===== src/rtl/core/amt_pkg.sv =====
// Shared types, widths and constants for the adaptive mean threshold block.
// Used by amt_front, amt_back and adaptive_mean_threshold; depends on nothing else.
`timescale 1ns / 1ps

package amt_pkg;

  localparam int MAX_WIDTH  = 2048;
  localparam int MAX_HEIGHT = 2048;
  localparam int MAX_WINDOW = 31;
  localparam int BURST      = 16;

  localparam int PIX_W     = 8;
  localparam int COL_W     = 11;
  localparam int ROW_W     = 11;
  localparam int DIM_W     = 12;
  localparam int WIN_W     = 5;
  localparam int RAD_W     = 4;
  localparam int DIV_W     = 10;
  localparam int SUM_W     = 18;
  localparam int PROD_W    = 20;
  localparam int CNT_W     = 5;
  localparam int RING_BITS = 5;
  localparam int RING_ROWS = 1 << RING_BITS;
  localparam int ADDR_W    = RING_BITS + COL_W;
  localparam int RAM_DEPTH = RING_ROWS * MAX_WIDTH;
  localparam int POS_W     = 13;
  localparam int CFG_W     = 12;
  localparam int IDX_W     = 2;
  localparam int TDATA_W   = 32;

  localparam logic [PIX_W-1:0] VALUE_SET   = 8'd255;
  localparam logic [PIX_W-1:0] VALUE_CLEAR = 8'd0;

  typedef enum logic [IDX_W-1:0] {
    REG_WIDTH     = 2'd0,
    REG_HEIGHT    = 2'd1,
    REG_WINDOW    = 2'd2,
    REG_THRESHOLD = 2'd3
  } reg_idx_t;

  localparam logic KIND_PIXEL = 1'b0;
  localparam logic KIND_DRAIN = 1'b1;

  typedef enum logic [2:0] {
    ST_IDLE,
    ST_CHECK,
    ST_SUM,
    ST_WAIT,
    ST_MUL,
    ST_CMP
  } state_t;

  typedef struct packed {
    logic             kind;
    logic [PIX_W-1:0] pixel;
  } item_t;

  typedef struct packed {
    logic [DIM_W-1:0] width;
    logic [DIM_W-1:0] height;
    logic [WIN_W-1:0] window;
    logic [PIX_W-1:0] threshold;
  } cfg_t;

  // Zero maps to one, values above the limit saturate to it.
  function automatic logic [DIM_W-1:0] fit_dim(input logic [DIM_W-1:0] v,
                                               input logic [DIM_W-1:0] hi);
    logic [DIM_W-1:0] r;
    r = v;
    if (v == '0) r = DIM_W'(1);
    else if (v > hi) r = hi;
    return r;
  endfunction

endpackage


===== src/rtl/core/amt_front.sv =====
// Front end: takes input requests and holds them in a two-entry queue.
// Depends on amt_pkg.
`timescale 1ns / 1ps

module amt_front (
  input  logic            clk,
  input  logic            rst,
  input  logic            in_valid,
  output logic            in_ready,
  input  amt_pkg::item_t  in_item,
  output logic            item_valid,
  output amt_pkg::item_t  item,
  input  logic            item_pop
);

  amt_pkg::item_t slots [2];
  logic       wp;
  logic       rp;
  logic [1:0] count;
  logic       push;

  assign in_ready   = (count != 2'd2);
  assign push       = in_valid && in_ready;
  assign item_valid = (count != 2'd0);
  assign item       = slots[rp];

  // Queue storage needs no reset.
  always_ff @(posedge clk) begin
    if (push) begin
      slots[wp] <= in_item;
    end
  end

  // Pointers and fill level.
  always_ff @(posedge clk) begin
    if (rst) begin
      wp    <= 1'b0;
      rp    <= 1'b0;
      count <= 2'd0;
    end else begin
      if (push) wp <= ~wp;
      if (item_pop) rp <= ~rp;
      count <= count + 2'(push) - 2'(item_pop);
    end
  end

endmodule


===== config.mk =====
export PLATFORM = sky130hd
export DESIGN_NAME = amt_front
export DESIGN_NICKNAME = d
export VERILOG_FILES = /design/src/rtl/core/amt_pkg.sv /design/src/rtl/core/amt_front.sv
export SDC_FILE = /design/constraint.sdc
export NUM_CORES = 1
export LEC_CHECK = 0
export BUFFER_PORTS_ARGS = -buffer_cell sky130_fd_sc_hd__buf_2
export CORE_ASPECT_RATIO = 1.1
export CORE_MARGIN = 2
export CORE_UTILIZATION = 45
export DETAILED_ROUTE_END_ITERATION = 16
export GPL_ROUTABILITY_DRIVEN = 0
export PLACE_DENSITY = 0.8
export SYNTH_ARGS = -nofsm -noshare
export SYNTH_HDL_FRONTEND = slang
export SYNTH_SLANG_ARGS = --single-unit

===== constraint.sdc =====
create_clock -name clk -period 1.5 [get_ports clk]
set_input_delay 0.3 -clock clk [delete_from_list [all_inputs] [get_ports clk]]
set_output_delay 0.3 -clock clk [all_outputs]
set_load 0.1 [all_outputs]

==> Word-level counts from Yosys, hierarchy flattened <==
Memories as Yosys holds them, arrays and structs flattened. A register that Yosys moved wholly into a read port is not among the register bits.
Index checks and enable logic that the tools add are counted.
{ "totals": {"ff_bits": 4, "ramBits": 18, "input_bits": 13, "out_inout_bits": 11, "wordCells": 15, "memories": 1} }
{ "classes": {"n_addsub": 2, "eq_ne": 1, "n_mux": 4, "n_bitwise": 2, "n_reduce_logical": 2} }
{ "memory_table": {"columns": ["name", "depth", "width", "read_ports", "rd_ports_with_merged_regs", "wr", "line", "source"], "rows": [
  ["slots", 2, 9, 1, 1, 1, "amt_front.sv:16", "amt_pkg::item_t slots [2];"]
]} }
{ "ops": {"columns": ["cell", "n"], "rows": [
  ["$mux W1", 4],
  ["$add A2 B1 Y2", 1],
  ["$ne A2 B2 Y1 const B", 1],
  ["$not A1 Y1", 2],
  ["$reduce_bool A2 Y1", 1],
  ["$sub A2 B1 Y2", 1],
  ["$logic_and A1 B1 Y1", 1]
]} }

==> Depth between registers and ports, before layout <==
{ "logic_depth": {"ltp_word": 4, "ltp_mapped": 7, "mapped_depth_nobuf": 7} }

==> Least setup slack after synthesis <==
OpenSTA, ideal clock, no wires.
{ "synth_timing": {"kind": "reg-to-reg", "startpoint": "reg count[0]", "endpoint": "reg count[1]", "setup_ns": 0.065, "t_arrival_ns": 2.295, "required_time_ns": 1.435, "slack_ns": -0.860, "stages_incl_launch_ff": 7, "n_path_buf": 0, "period_less_slack_ns": 2.360, "cell_sequence": "dfxtp_1 nand2b_1 nand2_1 xnor2_1 ha_1 or4b_1 nand4b_1"} }
{ "synth_between": {"elab_chain_cells": 4} }
{ "synth_rtl": {"columns": ["item", "line", "source"], "rows": [
  ["start: declaration", "amt_front.sv:19", "logic [1:0] count;"],
  ["start signal: assignment", "amt_front.sv:43", "count <= count + 2'(push) - 2'(item_pop);"],
  ["$ne A2 B2 Y1", "amt_front.sv:22", "assign in_ready = (count != 2'd2);"],
  ["net in_ready", "amt_front.sv:9", "output logic in_ready,"],
  ["$logic_and A1 B1 Y1", "amt_front.sv:23", "assign push = in_valid && in_ready;"],
  ["$add A2 B1 Y2", "amt_front.sv:43", null],
  ["$sub A2 B1 Y2", "amt_front.sv:43", null]
]} }
The timed path passes the listed nets, and every way through them passes these cells.
A chain may end at the register's enable or synchronous reset.

==> summary.txt <==
Yosys
  • Synthesized area per cell: approximately 16 um2
  • Xor/xnor share of the synthesized area: 1.94%
  • Post-synth net total: about 70
  • Syn Inst Count: 57
  • Post-synth top flop: edfxtp_1
  • Post-synthesis mux area share: between 10 and 15%
  • Complex-gate fraction of the synthesized area: under 10%
  • Synth Area in Adders: ~1.4%
  • Largest family of logic cells by synthesized area: multiplexers
  • Mapped cell area: between 900 and 1000 um2
  • Register area share after synthesis: a little under three quarters
  • Simple-Gate Fraction of Synth Area: around 8.7%
  • Netlist cell types: 22
  • Asr flop ratio synth: 0%
  • Seq cells post-synth: 23
  • Synth warn: 0
  • EDFF count, synth: 18

Timing
  • Max Fclk: 0.624 GHz
  • RSZ-0062 raised after global routing: true
  • Final setup fails: 10
  • Tcrit/Tclk final: 107%
  • Final WS setup: -103 ps
  • Final Hold Vio Count: 0
  • Worst Clk Skew: between 10 and 15 ps
  • Pins Over Slew Limit: 0
  • Rel. slew slack: 76.5%
  • Fin crit period: ~1600 ps
  • Worst slew pin tran: around 350 ps

Floorplanning
  • Core box area: 1960 um2
  • Die H: approximately 51 um
  • Ports: 24
  • Cell Rows: 17
  • Die width: between 40 and 50 um
  • Die area: approximately 2400 um2
  • Initial Utilization: between 40% and 50%

Global routing
  • Initial antenna violation count: 0
  • Vias in the first global route: ~620
  • Pin count of the biggest net entering global routing: 14
  • Gr usage total: 19.0%
  • First-pass GRT wire length: 3080 um
  • Grt ovf: 0

Clock network
  • Longest Clk Path Bufs: 2
  • CTS H-Tree Depth: 1
  • Clock slew at reported path FFs: around 130 ps
  • Worst-skew pair later-pin latency: 300 ps
  • CTS tree: done
  • CTS buffer count: 3
  • Root buf cell: clkbuf_4
  • TritonCTS Sinks: 23

Setup path
  • Worst Reg-to-Reg Cells: 6
  • CP arrival: about 1300 ps
  • Worst EP required: roughly 1200 ps
  • Startpoint types: register
  • Crit-path max FO: 9
  • Kind of critical path: reg2out
  • CP Capture Type: output pin

Detailed routing
  • First-pass DRT Iterations: 4
  • Detail Route Antenna Nets: 0
  • Initial DRC Count: 12
  • DRC: 0
  • Via-to-Cell Ratio: between 5 and 6
  • Routed wire length per instance: between 15 and 20 um
  • Total wire length: just under 2000 um
  • Vias: a little under 600

Pwr
  • P_sw: 708 uW
  • Clk pwr share: 14.4%
  • Pleak: approximately 0.00056 uW
  • Register share of total power: around two fifths
  • Sw Ratio: a little under two fifths
  • Power share of the combinational group: around 44%
  • PD cells: 1380 nW/um2
  • Max IR drop VDD: approximately 0.85 mV
  • Internal power: between 1000 and 1500 uW
  • Power Total: 1910 uW

Place
  • IO Port Bufs: 23
  • Cell Area, Placed: roughly 1200 um2
  • HPWL Detailed: around 1100 um
  • Placed cell count: ~110

Final layout
  • Finished Cell Area: 1380 um2
  • # fillers: around 140
  • FF/Latch Area: about 640 um2
  • Area growth syn-to-layout: 52.6%
  • Antenna diodes: 0
  • Fin nets: about 100
  • Share of cells above drive strength 1: a little under three fifths
  • Area of the multi-input gates: ~300 um2
  • Finished Layout Cells: around 120

Run
  • Max-cap viol count: 0

Worst hold path
  • Min-delay worst type: in2reg
  • Hold Crit Depth: 1

Run status
  • Status: complete, but fails checks
  • Failing checks: setup timing
==> critical path, stage by stage (launching register included) <==
cell and delay (ps):
dfxtp_2 360, buf_12 140, mux2_4 330, buf_12 170
==> power by group through the flow <==
| stage | clock network [uW] | registers, uW | logic [uW] |
|---|---|---|---|
| 3_5_place_dp | 0 | 796 | 658 |
| 4_1_cts | 279 | 783 | 832 |
| 2_1_floorplan | 0 | 791 | 485 |
| 6_report | 275 | 790 | 841 |
| 5_1_grt | 307 | 797 | 869 |
| 3_3_place_gp | 0 | 792 | 647 |
==> logic make-up (layout without fill, tap and decap cells) <==
group,after synthesis,count (layout)
AO/OA/AOI/OAI,4,4
XOR/XNOR,2,2
adder cells (fa/ha/maj),1,1
buffers and inverters,5,37
flip-flops,23,23
multiplexers,9,9
AND/OR/NAND/NOR,13,13
==> repair_timing <==
| item | in CTS | in global routing |
|---|---|---|
| resized for setup | 51 | 1 |
| pin swaps | 2 | 0 |
| buffers inserted | 1 | 0 |
| hold buffers | 0 | 0 |
| gates cloned | 0 | 0 |
| endpoints found under the setup margin | 11 | 11 |
==> cell usage in the layout (no fill, tap or decap) <==
cell type | Yosys | layout
or2_4 | 0 | 1
clkbuf_4 | 0 | 3
dfxtp_1 | 5 | 2
clkinv_2 | 0 | 1
xnor2_1 | 2 | 2
nand2b_4 | 0 | 1
nand2_2 | 0 | 1
nor2_1 | 3 | 3
buf_12 | 0 | 13
buf_6 | 0 | 2
inv_1 | 4 | 4
nand4_1 | 2 | 2
buf_2 | 1 | 12
a21boi_1 | 1 | 1
ha_2 | 0 | 1
a21oi_1 | 1 | 1
a21bo_1 | 1 | 1
nand4b_1 | 1 | 1
or4b_1 | 1 | 1
and3_1 | 1 | 1
edfxtp_1 | 18 | 18
buf_4 | 0 | 2
nand3b_1 | 1 | 1
mux2_4 | 0 | 9
dfxtp_2 | 0 | 3
a2111oi_2 | 0 | 1
nor2b_1 | 1 | 1
==> path summary, 6_finish.rpt <==
kind         startpoint           to  slack (ps)
max            register      item[0]        -100
max reg2reg    count[0]     count[1]         -10
min          in_item[1]  slots[0][1]         180
min reg2reg          rp           rp         550
==> synth_stat cells (all sizes together), types with 2 or more instances <==
| library cell | number | area share, % |
|---|---|---|
| edfxtp | 18 | 60 |
| mux2 | 9 | 11 |
| dfxtp | 5 | 11 |
| inv | 4 | 1.7 |
| nor2 | 3 | 1.2 |
| nand4 | 2 | 1.4 |
| xnor2 | 2 | 1.9 |
==> sequential cells by signal, summed over array words and instances (netlist names), named ones only <==
signal	cells
wp	1
rp	1
count	2
slots	18
==> layer usage <==
metal | global-route usage [%] | wire length, um | share of wire (%)
met1 | 22.1 | 737 | 38
met2 | 34.5 | 1090 | 56
met3 | 3.89 | 100 | 5.1
met4 | 4.63 | 13 | 0.67
met5 | 0 | 0 | 0
==> cell type report <==
class	instances	area share [%]
Sequential cell	23	46.8
Timing Repair Buffer	29	26.0
Multi-Input combinational cell	29	21.5
Tap cell	28	2.55
Clock buffer	3	1.64
Inverter	4	1.09
Clock inverter	1	0.364
==> through the flow <==
stage | setup TNS (ps) | worst slack, ps | hold WS (ps) | utilization [%]
finish | -869 | -103 | 176 | 70.3
detailed placement | -56.4 | -56.4 | 493 | 59.0
CTS | -838 | -95.4 | 175 | 70.1
floorplan | -189 | -189 | 364 | -
global route | -1340 | -145 | 158 | 70.3
global placement | 0 | 66.3 | 489 | 59.0
Power figures use the tool's default switching activity.
